$ cat config.mk
export PLATFORM = sky130hd
export DESIGN_NAME = svpd_queue
export DESIGN_NICKNAME = d
export VERILOG_FILES = /design/src/design/svpd_pkg.sv /design/src/design/svpd_queue.sv
export SDC_FILE = /design/constraint.sdc
export NUM_CORES = 1
export LEC_CHECK = 0
export BUFFER_PORTS_ARGS = -buffer_cell sky130_fd_sc_hd__buf_2
export CAP_MARGIN = 20
export CORE_ASPECT_RATIO = 1.1
export CORE_MARGIN = 2
export CORE_UTILIZATION = 50
export DETAILED_ROUTE_END_ITERATION = 8
export GPL_TIMING_DRIVEN = 1
export PLACE_DENSITY_LB_ADDON = 0.12
export RECOVER_POWER = 100
export SYNTH_ARGS = -nofsm -noshare
export SYNTH_HDL_FRONTEND = slang
export SYNTH_SLANG_ARGS = --single-unit
$ cat constraint.sdc
create_clock -name clock -period 7.28 [get_ports clock]
set_clock_uncertainty 0.2 [all_clocks]
set_input_delay 1.092 -clock clock [delete_from_list [all_inputs] [get_ports clock]]
set_output_delay 1.092 -clock clock [all_outputs]
set_load 0.02 [all_outputs]
$ cat src/design/svpd_pkg.sv
`timescale 1ns / 1ps
// ----------------------------------------------------------------------------
// svpd_pkg
// Shared types, widths and constants of the space vector pwm duty unit.
// ----------------------------------------------------------------------------
package svpd_pkg;

   localparam int SINE_TABLE_ENTRIES_DEFAULT = 512;

   localparam int ANGLE_W = 32;
   localparam int Q31_W   = 31;
   localparam int ALPHA_W = 30;
   localparam int ARG_W   = 29;

   localparam int QUEUE_DEPTH = 4;

   localparam logic [ANGLE_W-1:0] SECTOR_SPAN   = 32'd715827883;
   localparam logic [Q31_W-1:0]   INV_ROOT3_Q31 = 31'd1239850262;
   localparam logic [Q31_W-1:0]   HALF_Q31      = 31'h40000000;

   localparam logic [ANGLE_W-1:0] SECTOR_BASE [6] = '{
      32'd0, 32'd715827883, 32'd1431655766,
      32'd2147483649, 32'd2863311532, 32'd3579139415
   };

   typedef enum logic [2:0] {
      SECTOR_0,
      SECTOR_1,
      SECTOR_2,
      SECTOR_3,
      SECTOR_4,
      SECTOR_5
   } svpd_sector_type;

   typedef struct packed {
      svpd_sector_type    sector;
      logic [ARG_W-1:0]   arg_a;
      logic [ARG_W-1:0]   arg_b;
      logic [Q31_W-1:0]   scale;
   } svpd_job_type;

   // table rows needed for sine arguments up to one sixth of a turn
   function automatic int rom_depth(input int entries);
      return entries / 6 + 2;
   endfunction

endpackage

$ cat src/design/svpd_queue.sv
`timescale 1ns / 1ps
// ----------------------------------------------------------------------------
// svpd_queue
// Short job queue between the front and back parts.
// ----------------------------------------------------------------------------
module svpd_queue (
   input  logic                      clock,
   input  logic                      reset,
   input  logic                      push_valid,
   input  svpd_pkg::svpd_job_type    push_data,
   output logic                      full,
   input  logic                      pop,
   output logic                      empty,
   output svpd_pkg::svpd_job_type    pop_data
);

   localparam int DEPTH = svpd_pkg::QUEUE_DEPTH;
   localparam int PTR_W = $clog2(DEPTH);
   localparam int CNT_W = $clog2(DEPTH + 1);

   svpd_pkg::svpd_job_type   mem_ff [DEPTH];
   logic [PTR_W-1:0]         wr_ptr_ff;
   logic [PTR_W-1:0]         wr_ptr_in;
   logic [PTR_W-1:0]         rd_ptr_ff;
   logic [PTR_W-1:0]         rd_ptr_in;
   logic [CNT_W-1:0]         count_ff;
   logic [CNT_W-1:0]         count_in;
   logic                     push;

   always_comb begin
      full     = (count_ff == CNT_W'(DEPTH));
      empty    = (count_ff == '0);
      push     = push_valid && !full;
      pop_data = mem_ff[rd_ptr_ff];

      wr_ptr_in = wr_ptr_ff;
      if (push) begin
         if (wr_ptr_ff == PTR_W'(DEPTH - 1)) begin
            wr_ptr_in = '0;
         end else begin
            wr_ptr_in = wr_ptr_ff + 1'b1;
         end
      end

      rd_ptr_in = rd_ptr_ff;
      if (pop) begin
         if (rd_ptr_ff == PTR_W'(DEPTH - 1)) begin
            rd_ptr_in = '0;
         end else begin
            rd_ptr_in = rd_ptr_ff + 1'b1;
         end
      end

      count_in = count_ff;
      if (push && !pop) begin
         count_in = count_ff + 1'b1;
      end else if (!push && pop) begin
         count_in = count_ff - 1'b1;
      end
   end

   always_ff @(posedge clock) begin
      if (reset) begin
         wr_ptr_ff <= '0;
         rd_ptr_ff <= '0;
         count_ff  <= '0;
      end else begin
         wr_ptr_ff <= wr_ptr_in;
         rd_ptr_ff <= rd_ptr_in;
         count_ff  <= count_in;
      end
   end

   always_ff @(posedge clock) begin
      if (push) begin
         mem_ff[wr_ptr_ff] <= push_data;
      end
   end

endmodule

After elaboration in Yosys (flattened, before gate mapping)
Memory sizes are Yosys's and may differ from the RTL's. A register that Yosys moved wholly into a read port is not among the register bits.
Cells that the tools add are included.

storage, ports and cells
  flip-flop bits (word level) = 7
  memory bits (writable) = 368
  input port bits = 96
  output and inout bits = 94
  logic and storage cells = 27
  memories kept = 1

cells by class
  $add $sub $neg = 4
  equality and inequality tests = 3
  muxes and demuxes = 8
  reductions and logical operators = 8

memories
  name    words  width  read ports  clocked after Yosys merged registers in  write ports  line              text
  mem_ff  4      92     1           1                                        1            svpd_queue.sv:21  svpd_pkg::svpd_job_type mem_ff [DEPTH];

operators by type and width
  operator               number
  $mux W2                4
  $mux W3                2
  $add A2 B1 Y2 const B  2
  $eq A2 B2 Y1 const B   2
  $add A3 B1 Y3 const B  1
  $eq A3 B3 Y1 const B   1
  $logic_and A1 B1 Y1    3
  $logic_not A1 Y1       3
  $logic_not A3 Y1       1
  $sub A3 B1 Y3 const B  1
  $mux W1                2
  $reduce_bool A2 Y1     1

Longest topological paths before layout
  word-level depth = 7
  gate-level depth with buffers = 10

Worst setup path after synthesis
OpenSTA, ideal clock, no wires.

  kind = input to register
  start = input push_valid
  end = memory mem_ff[3][0] in the netlist's numbering, enable pin
  library setup time = 0.409 ns
  arrival time = 2.291 ns
  setup slack = 4.380 ns
  cell stages on the path = 1
  cell sequence = and3_2

on the way
  longest elaborated chain between the ends = 3

RTL lines
  item                           line              text
  start, declared                svpd_queue.sv:9   input logic push_valid,
  $logic_and A1 B1 Y1            svpd_queue.sv:33  push = push_valid && !full;
  $mux W1                        svpd_queue.sv:75  if (push) begin
  $mux W1 (implied by the code)  svpd_queue.sv:76  mem_ff[wr_ptr_ff] <= push_data;
  end, declared                  svpd_queue.sv:21

No other way between the ends.

==> run summary <==
The run finished, with violations left. The checks that failed: capacitance limit, slew limit. The power density normalized to cell area is 319 nW/um2, and the aggregate global routing overflow is 0. The tools report the kind of launch point of the worst setup path as a flop. Once the floorplan was initialized, standard cells occupied 50.9% of the core. The logs give 2 for the number of levels the H-tree was split into and 14,800 um for the final HPWL from detailed placement. The post-route minimum period is 5.39 ns.

The routability congestion estimate was 0.723. TritonCTS built the clock tree. CTS placed an instance of sky130_fd_sc_hd__clkbuf_16 at the clock tree root. Flip-flop cell with the highest count after synthesis: sky130_fd_sc_hd__edfxtp_1.

For this run, the total global-route usage over all layers was measured as 17.7%. The tools report the category of the worst setup path capture point as an output port. Headroom to the max-slew limit came out at -84.6%. The number of enable-type register cells in the synthesized netlist is 368, and the multiplexer area fraction after synthesis is 15.2%. The number of different library cells used by synthesis comes to 22.

The synthesis-to-layout area growth is 15.8%, and the final hold violation count is 0. After synthesis, the largest area contributor takes up 80.4% of total cell area. In this run, the number of DRC markers left after iteration 0 of detailed routing was 409. Once detail routing completed, the nets flagged for antenna violations numbered 0. The ratio of final minimum period to clock period works out to 74.1%. In this run the static leakage power is 4.91 nW. Final hold analysis gives a worst-case slack of 0.304 ns.

The number of buffers on the longest clock path came out at 3. In this run the worst path has a maximum fanout of 72. The post-synthesis net count was 633.

Entering global routing, the biggest net connects 73 pins. The via density per instance came out at 5.49. The logs give 81.7% for the share of synthesized area occupied by flip-flops and latches and 0 for the count of warnings emitted by yosys.

Buffers added to address setup during post-CTS repair amount to 0. The number of iterations in the first detailed-routing pass came out at 4. After synthesis the netlist holds a flip-flop and latch count of 377. The floorplan step defined a core boundary enclosing 27,000 um2.

The post-place instance area was 15,100 um2. After Yosys synthesis, XOR and XNOR cells account for 0.127% of the synthesized area. Via count of the first global-routing pass: 6,727. The number of endpoints failing setup at the final stage is 0, and the fraction of final layout cells sized beyond drive strength 1 is 19.6%.

The wire length of the first global-routing pass came out at 38,000 um. The synthesized netlist devotes 0.273% of its cell area to compound gates. Of the total synthesized cell area, the portion taken by AND, OR, NAND and NOR gates is 0.673%. The tools report the number of antenna violations at the first check in global routing as 2. For the final-report max-slew violation count, the log shows 274. Setup slack on the worst reg-to-reg path comes out at 3.06 ns.

The routed layout has 6,169 vias. Most common cell in the synthesized netlist: sky130_fd_sc_hd__edfxtp_1. Once the clock tree was built, the resizer swapped 0 gates to a different size. I/O pin count: 190. Ranked by total cell area, the synthesized netlist is headed by sky130_fd_sc_hd__edfxtp_1 (80%), sky130_fd_sc_hd__mux4_2 (15%), sky130_fd_sc_hd__dfxtp_1 (1.3%), sky130_fd_sc_hd__buf_6 (0.74%), sky130_fd_sc_hd__ha_1 (0.55%).

The data arrival time of the critical path was 4.10 ns; the async set or reset register ratio after synthesis was 0%. Most area-hungry cell type in the Yosys netlist: sky130_fd_sc_hd__edfxtp_1. After synthesis, the mean cell area works out to 25.9 um2. The worst min-delay path category is flop to flop.

The setup total negative slack is 0 ns. The tools report the die outline area as 28,800 um2. Summing the areas of all fa, ha and maj instances in the mapped netlist gives 0.691% of the synthesized area. From left edge to right edge, the die measures 162 um.

Timing would allow up to 0.185 GHz. After routing the design area is 15,900 um2. For this design, the sink count on the clock tree is 377. Input and output buffers added on the ports amount to 189. Combinational family with the most area after synthesis: multiplexers. For the total number of placement rows, the log shows 63.

Max-cap violations in this run came to 5. The number of buffers inserted during clock tree synthesis was 37. The data required time at the worst endpoint is 5.99 ns.

Ranked by instance count, the synthesized netlist is headed by sky130_fd_sc_hd__edfxtp_1 (368), sky130_fd_sc_hd__mux4_2 (92), sky130_fd_sc_hd__buf_2 (10), sky130_fd_sc_hd__buf_6 (9), sky130_fd_sc_hd__dfxtp_1 (9). The slew of the pin with the lowest slew margin works out to 2.77 ns. The worst IR drop on VDD is 0.223 mV, and the count of unresolved DRC violations after routing is 0. Summing every instance area after synthesis gives 13,800 um2.

Setup repair after global routing left no endpoint under its margin. The net count of the finished layout is 846. The routed design has 25,200 um of wire. The die is 178 um tall.

Synthesis handed over a netlist of 530 instances. Average detailed-routed wire length per instance: 22.4 um. The tools report the hold buffer count at CTS as 0.

At the later pin of the worst-skew pair, clock insertion delay measures 0.50 ns. The critical path is of the flop to output port type. The clock transition at the registers of the reported paths came out at 0.06 ns.
[final cells by class]
type	instances	area, um2
multi-input combinational	125	2330
tap	357	447
fill	2025	11100
clock buffer	47	963
antenna	2	5.00
clock inverter	14	159
inverter	6	23.8
sequential	377	11200
timing repair buffer	196	763
[registers in the layout (all words and copies together), names as in the netlist, named ones only]
register / flops
count_ff: 3
mem_ff: 368
rd_ptr_ff: 2
wr_ptr_ff: 2
[worst max-delay path: stages (launching register included)]
cell and delay [ns]:
sky130_fd_sc_hd__dfxtp_1 1.05, sky130_fd_sc_hd__clkbuf_2 1.68, sky130_fd_sc_hd__mux4_2 0.52, sky130_fd_sc_hd__clkbuf_1 0.30
[per-stage QoR]
step / std cells / setup WS [ns] / utilization (%) / power, mW
finish: 1124 / 1.89 / 58.9 / 5.08
global route: 1122 / 1.59 / 58.9 / 5.27
CTS: 1122 / 3.00 / 59.8 / 5.17
detailed placement: 1061 / 3.54 / 55.7 / 3.38
global placement: 1061 / 3.55 / 55.7 / 3.36
floorplan: 530 / 4.38 / - / 3.13
[final timing paths]
path	to	cells after the start	from
min	count_ff[2]	2	count_ff[2]
max	pop_data[28]	3	flop
min reg2reg	count_ff[2]	2	count_ff[2]
max reg2reg	mem_ff[2][8]	3	count_ff[0]
[layer usage]
| layer | track usage, % | vias up | wire, um |
|---|---|---|---|
| li1 | - | 2702 | - |
| met1 | 22.0 | 3266 | 9900 |
| met2 | 30.9 | 168 | 13200 |
| met3 | 4.60 | 33 | 1640 |
| met4 | 4.90 | 0 | 474 |
| met5 | 0 | - | 0 |
[kinds of logic (layout without fill, tap and decap cells)]
logic type | after synthesis | after routing
and+or+nand+nor | 16 | 16
other | 0 | 2
buffers and inverters | 28 | 263
AOI/OAI and AO/OA | 6 | 6
DFF | 377 | 377
muxes | 94 | 94
adders and majority gates | 7 | 7
xor gates and xnor gates | 2 | 2
[placed cells by master, fill, tap and decap left out, drive strengths merged]
cell type	instances
xor2	2
nor3b	1
a21oi	3
fa	1
diode	2
and3	4
buf	10
or3b	1
mux4	92
o21ai	2
ha	6
nor3	2
clkinv	10
nor2	5
dfxtp	9
or3	1
inv	5
clkbuf	233
mux2i	2
clkinvlp	1
o31ai	1
edfxtp	368
bufinv	4
nand3	2
[report_power, final]
part | switching, mW | leakage, nW | total (mW) | internal, mW
clock network | 0.720 | 0.542 | 1.79 | 1.07
logic | 0.413 | 0.920 | 0.629 | 0.216
registers | 0.0559 | 3.45 | 2.66 | 2.61
total | 1.19 | 4.91 | 5.08 | 3.89
No activity file was read; power rests on OpenSTA's default activity.
