$ cat src/design/svpd_pkg.sv
`timescale 1ns / 1ps
// ----------------------------------------------------------------------------
// svpd_pkg
// Shared types, widths and constants of the space vector pwm duty unit.
// ----------------------------------------------------------------------------
package svpd_pkg;

   localparam int SINE_TABLE_ENTRIES_DEFAULT = 512;

   localparam int ANGLE_W = 32;
   localparam int Q31_W   = 31;
   localparam int ALPHA_W = 30;
   localparam int ARG_W   = 29;

   localparam int QUEUE_DEPTH = 4;

   localparam logic [ANGLE_W-1:0] SECTOR_SPAN   = 32'd715827883;
   localparam logic [Q31_W-1:0]   INV_ROOT3_Q31 = 31'd1239850262;
   localparam logic [Q31_W-1:0]   HALF_Q31      = 31'h40000000;

   localparam logic [ANGLE_W-1:0] SECTOR_BASE [6] = '{
      32'd0, 32'd715827883, 32'd1431655766,
      32'd2147483649, 32'd2863311532, 32'd3579139415
   };

   typedef enum logic [2:0] {
      SECTOR_0,
      SECTOR_1,
      SECTOR_2,
      SECTOR_3,
      SECTOR_4,
      SECTOR_5
   } svpd_sector_type;

   typedef struct packed {
      svpd_sector_type    sector;
      logic [ARG_W-1:0]   arg_a;
      logic [ARG_W-1:0]   arg_b;
      logic [Q31_W-1:0]   scale;
   } svpd_job_type;

   // table rows needed for sine arguments up to one sixth of a turn
   function automatic int rom_depth(input int entries);
      return entries / 6 + 2;
   endfunction

endpackage

$ cat src/design/svpd_front.sv
`timescale 1ns / 1ps
// ----------------------------------------------------------------------------
// svpd_front
// Accepts angle and modulation, finds the sector, the in-sector angle and the
// scaled modulation, and hands a job to the queue.
// ----------------------------------------------------------------------------
module svpd_front (
   input  logic                           clock,
   input  logic                           reset,
   input  logic                           req_valid,
   output logic                           req_ready,
   input  logic [svpd_pkg::ANGLE_W-1:0]   req_angle,
   input  logic [svpd_pkg::Q31_W-1:0]     req_modulation,
   input  logic                           queue_full,
   output logic                           job_valid,
   output svpd_pkg::svpd_job_type         job
);

   localparam int PROD_W = 2 * svpd_pkg::Q31_W;

   logic                               valid_ff;
   logic                               valid_in;
   svpd_pkg::svpd_sector_type          sector_ff;
   svpd_pkg::svpd_sector_type          sector_in;
   logic [svpd_pkg::ALPHA_W-1:0]       alpha_ff;
   logic [svpd_pkg::ALPHA_W-1:0]       alpha_in;
   logic [PROD_W-1:0]                  product_ff;
   logic [PROD_W-1:0]                  product_in;
   logic [svpd_pkg::ANGLE_W-1:0]       base;
   logic [svpd_pkg::ANGLE_W-1:0]       diff;
   logic [svpd_pkg::ALPHA_W-1:0]       span_rest;
   logic                               take;

   always_comb begin
      req_ready = !valid_ff || !queue_full;
      take      = req_valid && req_ready;
      if (take) begin
         valid_in = 1'b1;
      end else begin
         valid_in = valid_ff && queue_full;
      end

      sector_in = svpd_pkg::SECTOR_0;
      base      = svpd_pkg::SECTOR_BASE[0];
      for (int k = 1; k < 6; k++) begin
         if (req_angle >= svpd_pkg::SECTOR_BASE[k]) begin
            sector_in = svpd_pkg::svpd_sector_type'(3'(k));
            base      = svpd_pkg::SECTOR_BASE[k];
         end
      end
      diff       = req_angle - base;
      alpha_in   = diff[svpd_pkg::ALPHA_W-1:0];
      product_in = {{svpd_pkg::Q31_W{1'b0}}, req_modulation}
                 * {{svpd_pkg::Q31_W{1'b0}}, svpd_pkg::INV_ROOT3_Q31};
   end

   always_ff @(posedge clock) begin
      if (reset) begin
         valid_ff <= 1'b0;
      end else begin
         valid_ff <= valid_in;
      end
   end

   always_ff @(posedge clock) begin
      if (take) begin
         sector_ff  <= sector_in;
         alpha_ff   <= alpha_in;
         product_ff <= product_in;
      end
   end

   always_comb begin
      span_rest  = svpd_pkg::SECTOR_SPAN[svpd_pkg::ALPHA_W-1:0] - alpha_ff;
      job_valid  = valid_ff;
      job.sector = sector_ff;
      job.arg_a  = span_rest[svpd_pkg::ALPHA_W-1:1];
      job.arg_b  = alpha_ff[svpd_pkg::ALPHA_W-1:1];
      job.scale  = product_ff[PROD_W-1:svpd_pkg::Q31_W];
   end

endmodule

$ cat config.mk
export PLATFORM = sky130hd
export DESIGN_NAME = svpd_front
export DESIGN_NICKNAME = d
export VERILOG_FILES = /design/src/design/svpd_pkg.sv /design/src/design/svpd_front.sv
export SDC_FILE = /design/constraint.sdc
export NUM_CORES = 1
export LEC_CHECK = 0
export ABC_CLOCK_PERIOD_IN_PS = 6950
export BUFFER_PORTS_ARGS = -buffer_cell sky130_fd_sc_hd__buf_2
export CAP_MARGIN = 10
export CORE_MARGIN = 10
export CORE_UTILIZATION = 30
export CTS_CLUSTER_DIAMETER = 200
export DETAILED_ROUTE_END_ITERATION = 7
export PLACE_DENSITY_LB_ADDON = 0.1
export RECOVER_POWER = 50
export SYNTH_ARGS = -nofsm -noshare
export SYNTH_HDL_FRONTEND = slang
export SYNTH_SLANG_ARGS = --single-unit
$ cat constraint.sdc
create_clock -name clock -period 6.95 [get_ports clock]
set_input_delay 0.3475 -clock clock [delete_from_list [all_inputs] [get_ports clock]]
set_output_delay 0.3475 -clock clock [all_outputs]
set_load 0.01 [all_outputs]
### Word level (Yosys, flattened, before mapping)

Cells that the tools add are included.

| storage, ports and cells | value |
|---|---|
| register bits | 95 |
| input bits | 67 |
| output and inout port bits | 94 |

| operators by class | value |
|---|---|
| $add $sub $neg | 2 |
| $mul | 1 |
| magnitude comparators | 5 |
| mux-type cells | 10 |
| reduce and logical (&&, ||, !) cells | 6 |

Operators with widths:

| cell | number |
|---|---|
| $mux 30 | 5 |
| $ge 32x32->1 const B | 3 |
| $mul 31x30->61 const B | 1 |
| $ge 32x30->1 const B | 1 |
| $ge 32x31->1 const B | 1 |
| $sub 30x30->30 | 1 |
| $sub 30x30->30 const A | 1 |
| $mux 3 | 2 |
| $mux 1 | 3 |
| $logic_and 1x1->1 | 2 |
| $logic_not 1->1 | 2 |
| $reduce_or 2->1 | 1 |
| $logic_or 1x1->1 | 1 |

### Logic depth before layout (Yosys ltp)

Gate-level depths: netlist (run 1).

| logic depth | value |
|---|---|
| word-level depth | 7 |
| gate-level depth with buffers | 26 |
| mapped depth without buffers | 26 |

### Worst setup path before layout (run 1)

Ideal clock, no wire load.

| path | value |
|---|---|
| kind | input to register |
| from | input port req_modulation[11] (netlist bit) |
| to | register product_ff[61] (data pin) |
| setup time | 0.261 ns |
| arrival | 6.758 ns |
| slack | -0.069 ns |
| cell stages on the path | 22 |
| path buffers | 0 |
| cells stage by stage | fa_1 -> inv_1 -> fa_1 -> fa_1 -> fa_1 -> fa_1 -> inv_1 -> fa_1 -> fa_1 -> inv_1 -> fa_1 -> inv_1 -> ha_1 -> a211oi_1 -> nand4_1 -> or2_2 -> a311oi_2 -> o31a_1 -> o2111ai_1 -> a41oi_1 -> o21ai_0 -> xnor2_1 |

| between the ends | value |
|---|---|
| longest elaborated chain between the ends | 1 |

Ends and longest elaborated chain:

| item | RTL line | text |
|---|---|---|
| start, declared | svpd_front.sv:13 | `input logic [svpd_pkg::Q31_W-1:0] req_modulation,` |
| $mul 31x30->61 | svpd_front.sv:54 | `* {{svpd_pkg::Q31_W{1'b0}}, svpd_pkg::INV_ROOT3_Q31};` |
| net product_in[61] | svpd_front.sv:28 | `logic [PROD_W-1:0] product_in;` |
| end signal, assigned | svpd_front.sv:69 | `product_ff <= product_in;` |
| end, declared | svpd_front.sv:27 | `logic [PROD_W-1:0] product_ff;` |

The timed path passes the listed nets, and every way through them passes these cells.
A chain may end at the register's enable or synchronous reset.

### Final worst setup path (run 1)

| path | value |
|---|---|
| from | input port req_modulation[12] (netlist bit) |
| to | register product_ff[60] (data pin) |

Same word-level chain as after synthesis.

==> impl_metrics.csv, run 1 <==
group,metric,value,unit
synth,synth_edf_count,63,
floorplan,chipHeight,279,microns
synth,synth_top_family_by_area,"adder cells",
synth,synth_compound_area_share,9.68,%
synth,yosys.area_share.adder,59.9,%
clock_tree,clockBufferDepth,2,
synth,synthXorXnorAreaFrac,3.75,%
place,dp_cells,3252,
sta,timing.slew.headroom,-209,%
cells_and_area,antenna_cells,0,
critical_path,start_kind,"input pin",
critical_path,cp_max_fo,4,
synth,synth_flop_cell,"edfxtp_1",
global_route,grt_max_degree,64,
detailed_routing,ant_nets,0,
sta,tightest_slew,4.64,ns
critical_path,path_class,"input pin to flip-flop",
synth,synth.area.mux_share,0,%
critical_path,cp_common_cell,"fa_1",
floorplan,die_area,77700,sq um
job,cap_viol_max_count,1,
global_route,antenna_found_initial,0,
critical_path,critPathMaxStageDelay,0.58,ns
clock_tree,cts_tree,"done",
global_route,grt_pass1_vias,16400,
critical_path,r2r-end,"alpha_ff[28]",
synth,syn_area_per_cell,9.84,sq um
hold_path,holdPathEnd,"job_valid",
critical_path,rr_startpoint,"job_valid",
sta,finalHoldViolCount,0,
detailed_routing,vias_per_cell,4.54,
synth,syn_area,20100,sq um
sta,skew,0.0115,ns
place,hpwl,59.1,mm
floorplan,fp.coreArea,66100,sq um
detailed_routing,wire_per_inst,19.9,microns
clock_tree,insertion_delay,0.36,ns
detailed_routing,drc,0,
cells_and_area,nets,3234,
synth,syn_nets,2864,
outcome,status,"complete, but fails checks",
synth,synth_area_leaders,"fa_1 (34%), ha_1 (26%), inv_1 (12%)",
sta,rsz0062_at_grt,"true",
global_route,busiest_layer,"met2",
sta,fmax,0.146,GHz
critical_path,r2r_slack,2.69,ns
sta,fin_crit_sh,98.4,%
hold_path,holdPathStages,2,
clock_tree,clockRootBuffer,"clkbuf_16",
outcome,violations,"max-capacitance violations, max-slew violations",
critical_path,cp.arrival,6.94,ns
critical_path,critPathCaptureType,"flip-flop",
clock_tree,ctsHtreeMaxLevel,3,
synth,netlist_top_cells_count,"inv_1 (643), ha_1 (412), fa_1 (344)",
synth,synth_top_area_cell,"fa_1",
cells_and_area,syn2layout_area_growth,20.3,%
global_route,grt_pass1_wl,101,mm
sta,drv_slew,64,
clock_tree,cts_buffers,9,
critical_path,required,7.05,ns
place,io_buffer_count,160,
floorplan,die_x,279,microns
sta,finalSetupViolCount,0,
critical_path,reg2reg_depth,2,
synth,synth-seq-cells,64,
global_route,grtUsageTotal,17.1,%
detailed_routing,first_pass_iters,4,
place,dp_slack,-0.759,ns
synth,yosys_warnings,0,
synth,synth_most_common_cell,"inv_1",
sta,period_minus_slack,6.84,ns
cells_and_area,drive_gt1_share,16.7,%
synth,ys_seq_area_share,9.52,%
clock_tree,clock-sinks,64,
cells_and_area,final_core_util,36.6,%
synth,synthCells,2041,
detailed_routing,vias,14900,
global_route,grt_util_met2,30.4,%
critical_path,slowest_stage,"fa_1",
clock_tree,clk_pin_slew,0.06,ns
floorplan,rows,94,
cells_and_area,layoutNonFillerInstCount,3280,
sta,final.setup.worst_slack,0.108,ns
synth,async_flop_share,0,%
synth,synthSimpleGateAreaFrac,4.88,%
floorplan,io_pins,161,
detailed_routing,drt-initial-drc-count,583,
global_route,grt-ovfl-total,0,
hold_path,hold_path.class,"input pin to flip-flop",
detailed_routing,wl,65.4,mm
critical_path,crit_family,"adder cells",
hold_path,hp-start,"reset",
synth,synth.distinct_cells,66,
global_route,met3_usage,1.57,%
sta,timing.hold.ws,0.145,ns
critical_path,crit_buf_inv,7,
place,routabilityCongestion,0.880,
floorplan,start_util,30.4,%
global_route,grt_util_met1,22.6,%
synth,yosys.area.top_type_share,34.3,%
## stage by stage
| stage | TNS (ns) | area, sq um |
|---|---|---|
| floorplan | 0 | 20100 |
| global route | -0.186 | 24200 |
| detailed placement | -16.07 | 23400 |
| finish | 0 | 24200 |
| CTS | 0 | 23900 |
| global placement | -13.34 | 23400 |
## layer usage
metal	part of all wire, %	wire length [microns]
met5	0	0
met4	1.5	1000
met3	2.1	1350
met2	51	33300
met1	46	29700
## cells in the final DEF (no fill, tap or decap), types with 12 or more instances in the layout
master	Yosys	final
buf_2	1	83
buf_4	1	203
nand4_1	14	14
edfxtp_1	63	63
nor2_1	44	41
o21bai_1	14	14
xor2_1	41	41
o21a_1	14	14
xnor2_1	45	45
o21ai_0	44	36
clkbuf_1	8	68
fa_2	0	16
nand3_1	21	19
ha_1	412	401
nor3_1	12	12
inv_1	643	632
fa_1	344	328
a21oi_1	75	66
a211oi_1	15	12
nand2_1	59	57
a21o_1	52	52
## what timing repair did
| action | in CTS | in global routing |
|---|---|---|
| endpoints found under the setup margin | 25 | 26 |
| pin swaps | 38 | 60 |
| resized for setup | 37 | 81 |
| setup buffers | 5 | 7 |
| hold buffers | 0 | 0 |
## sequential cells by signal, summed over array words and instances, names as in the netlist
register and count:
alpha_ff 29, product_ff 31, job_valid 1, sector_ff 3
## cells by family (layout without fill, tap and decap cells)
kind of cell               after synthesis  count (layout)
DFF                                     64              64
adders and majority gates              756             756
and+or+nand+nor                        200             200
AOI/OAI and AO/OA                      282             282
xor gates and xnor gates                86              86
buffers and inverters                  653            1028
## worst register-to-register path, delay by kind of cell (launching register included)
family	cells	cell delay (ns)
DFF	1	0.32
and+or+nand+nor	2	3.38
## area by class of cell
class / count / area (sq um)
tap: 864 / 1080
fill: 6869 / 41900
timing repair buffer: 369 / 2390
clock inverter: 7 / 56.3
sequential: 64 / 1910
multi-input combinational: 1324 / 16100
clock buffer: 9 / 225
inverter: 643 / 2420
## how the worst max path moves through the flow
stage                                   from             end  cells after the start  slack, ns
after floorplan           req_modulation[11]  product_ff[61]                     22      0.005
after global placement    req_modulation[10]  product_ff[41]                     25      -0.62
after detailed placement  req_modulation[11]  product_ff[52]                     25      -0.76
after CTS                  req_modulation[5]  product_ff[55]                     31      0.001
after global routing      req_modulation[12]  product_ff[61]                     25      -0.04
final                     req_modulation[12]  product_ff[60]                     25       0.11
Power of run 1 is left out: the tool's default activity adds up to more than one toggle a clock period on the data nets, which glitch-free logic cannot reach.
==> run 2, diff against run 1 <==
--- a/config.mk
+++ b/config.mk
@@ -5,6 +5,7 @@
 export SDC_FILE = /design/constraint.sdc
 export NUM_CORES = 1
 export LEC_CHECK = 0
+export ABC_AREA = 1
 export ABC_CLOCK_PERIOD_IN_PS = 6950
 export BUFFER_PORTS_ARGS = -buffer_cell sky130_fd_sc_hd__buf_2
 export CAP_MARGIN = 10
==> run 2 against run 1 <==
The run still ends with max-capacitance violations, max-slew violations left; cell count up 15%; count of clock-buffer cells in the layout unchanged; flip-flop and latch count unchanged; register-to-register slack better by 0.49 ns; setup slack better by 0.12 ns; first-iteration DRC count up 48%; via count up 15%; core utilization down 1.8 points; hold slack worse by 0.0053 ns; fmax up 1.8%; synthesized cell count up 23%; wire length up 14%.
==> impl_metrics.csv, run 2 <==
group,metric,value,unit
outcome,status,"complete, but fails checks",
outcome,violations,"max-capacitance violations, max-slew violations",
place,dp_slack,-0.244,ns
hold_path,holdPathStages,2,
clock_tree,clock-sinks,64,
synth,synth_top_area_cell,"fa_1",
clock_tree,cts_tree,"done",
detailed_routing,ant_nets,0,
sta,finalHoldViolCount,0,
cells_and_area,most-common-layout-cells,"inv_1 (762), ha_1 (412), fa_1 (344)",
synth,synth.distinct_cells,46,
sta,fmax,0.149,GHz
sta,timing.hold.ws,0.140,ns
global_route,grt_pass1_wl,113,mm
cells_and_area,reg_top3,"product_ff x31, alpha_ff x29, sector_ff x3",
synth,syn_area,21600,sq um
global_route,grt_pass1_vias,18300,
cells_and_area,largest_reg_flops,31,
clock_tree,insertion_delay,0.37,ns
critical_path,path_cells,"buf_2 -> fa_1 -> inv_1 -> fa_1 -> fa_1 -> fa_1 -> inv_1 -> fa_1 -> fa_1 -> fa_1 -> inv_1 -> fa_1 -> inv_1 -> ha_1 -> nand2_1 -> nor2_1 -> nand2_1 -> nor4_1 -> nand2_1 -> nand4_1 -> nand2_1 -> a21oi_2 -> buf_4 -> xor2_1",
floorplan,fp.coreArea,71400,sq um
cells_and_area,drive_gt1_share,9.69,%
critical_path,slowest_stage,"fa_1",
clock_tree,clockRootBuffer,"clkbuf_16",
global_route,grt-ovfl-total,0,
floorplan,start_util,30.2,%
cells_and_area,regMostFlops,"product_ff",
detailed_routing,wire_per_inst,19.8,microns
clock_tree,clockBufferDepth,2,
synth,yosys_warnings,0,
hold_path,holdPathEnd,"job_valid",
hold_path,hold_path.class,"input pin to flip-flop",
place,routabilityCongestion,0.881,
job,cap_viol_max_count,1,
sta,finalSetupViolCount,0,
cells_and_area,final_common_cell,"inv_1",
floorplan,io_pins,161,
global_route,grt_max_degree,64,
floorplan,chipHeight,288,microns
sta,period_minus_slack,6.72,ns
critical_path,cp.arrival,6.87,ns
synth,ys_seq_area_share,8.86,%
detailed_routing,drt-initial-drc-count,860,
critical_path,critPathMaxStageDelay,0.58,ns
cells_and_area,syn2layout_area_growth,14.9,%
global_route,grtUsageTotal,18.2,%
synth,synth_edf_count,63,
synth,syn_area_per_cell,8.58,sq um
sta,fin_crit_sh,96.7,%
critical_path,required,7.11,ns
sta,drv_slew,64,
critical_path,rr_startpoint,"job_valid",
critical_path,cp_max_fo,6,
detailed_routing,first_pass_iters,5,
clock_tree,clk_pin_slew,0.06,ns
synth,synth_area_leaders,"fa_1 (32%), ha_1 (24%), inv_1 (13%)",
critical_path,path_class,"input pin to flip-flop",
critical_path,reg2reg_depth,2,
critical_path,start_kind,"input pin",
critical_path,cp_common_cell,"fa_1",
clock_tree,cts_buffers,9,
synth,syn_nets,3338,
synth,async_flop_share,0,%
floorplan,die_x,288,microns
synth,yosys.area.top_type_share,31.9,%
detailed_routing,wl,74.6,mm
sta,tightest_slew,3.90,ns
synth,synth_flop_cell,"edfxtp_1",
critical_path,r2r-end,"alpha_ff[21]",
sta,rsz0062_at_grt,"false",
sta,skew,0.0121,ns
cells_and_area,antenna_cells,0,
detailed_routing,vias,17200,
sta,timing.slew.headroom,-160,%
floorplan,rows,98,
place,io_buffer_count,160,
cells_and_area,nets,3634,
synth,netlist_top_cells_count,"inv_1 (762), ha_1 (412), fa_1 (344)",
critical_path,r2r_slack,3.18,ns
place,hpwl,68.1,mm
detailed_routing,vias_per_cell,4.56,
floorplan,die_area,83000,sq um
sta,final.setup.worst_slack,0.231,ns
place,dp_cells,3750,
global_route,antenna_found_initial,0,
synth,synthCells,2515,
synth,synth-seq-cells,64,
clock_tree,ctsHtreeMaxLevel,3,
synth,synth_most_common_cell,"inv_1",
cells_and_area,layoutNonFillerInstCount,3766,
detailed_routing,drc,0,
hold_path,hp-start,"reset",
cells_and_area,final_core_util,34.7,%
critical_path,critPathCaptureType,"flip-flop",
[run 2: how the worst max path moves through the flow]
stage / start / end / slack (ns) / cells past startpoint
2_1_floorplan: req_modulation[20] / product_ff[52] / 0.53 / 26
3_3_place_gp: req_modulation[12] / product_ff[42] / -0.17 / 24
3_5_place_dp: req_modulation[12] / product_ff[42] / -0.24 / 24
4_1_cts: req_modulation[12] / product_ff[42] / 0.12 / 24
5_1_grt: req_modulation[12] / product_ff[50] / 0.001 / 23
6_report: req_modulation[12] / product_ff[42] / 0.23 / 24
[run 2: critical path, delay by kind of cell]
kind / cells / cell delay [ns]
AO/OA/AOI/OAI: 1 / 0.20
XOR/XNOR: 1 / 0.27
adder cells (fa/ha/maj): 9 / 4.54
buffers and inverters: 6 / 0.52
AND/OR/NAND/NOR: 7 / 1.01
[run 2: metrics by stage]
step	area, sq um	TNS [ns]
after global routing	24800	0
after detailed placement	24500	-1.64
final	24800	0
after global placement	24500	-0.768
after floorplan	21600	0
after CTS	24900	0
[run 2: layout make-up]
cell class	count	area (sq um)
fill	7700	46600
clock buffer	9	225
inverter	764	2870
sequential	64	1910
multi-input combinational	1686	16800
tap	950	1190
timing repair buffer	286	1660
clock inverter	7	128
[run 2: cells by family (layout without fill, tap and decap cells)]
kind of cell	after synthesis	in the layout	synth area share (%)
xor gates and xnor gates	83	83	3.37
buffers and inverters	765	1066	13.3
DFF	64	64	8.86
and+or+nand+nor	552	552	10.8
AOI/OAI and AO/OA	295	295	7.81
adders and majority gates	756	756	55.8
[run 2: timing repair]
item	4_1_cts	5_1_grt
hold buffers	0	0
gates resized for setup	0	6
endpoints found under the setup margin	0	10
buffers inserted	0	0
[run 2: layer usage]
metal	up-vias	wire length, microns	global-route usage [%]	share of wire [%]
met2	237	37500	32.0	50
met5	-	0	0	0
met4	0	561	1.84	0.75
met3	23	2010	1.85	2.7
met1	8530	34500	24.6	46
li1	8378	-	-	-
Power of run 2 is left out for the same reason.
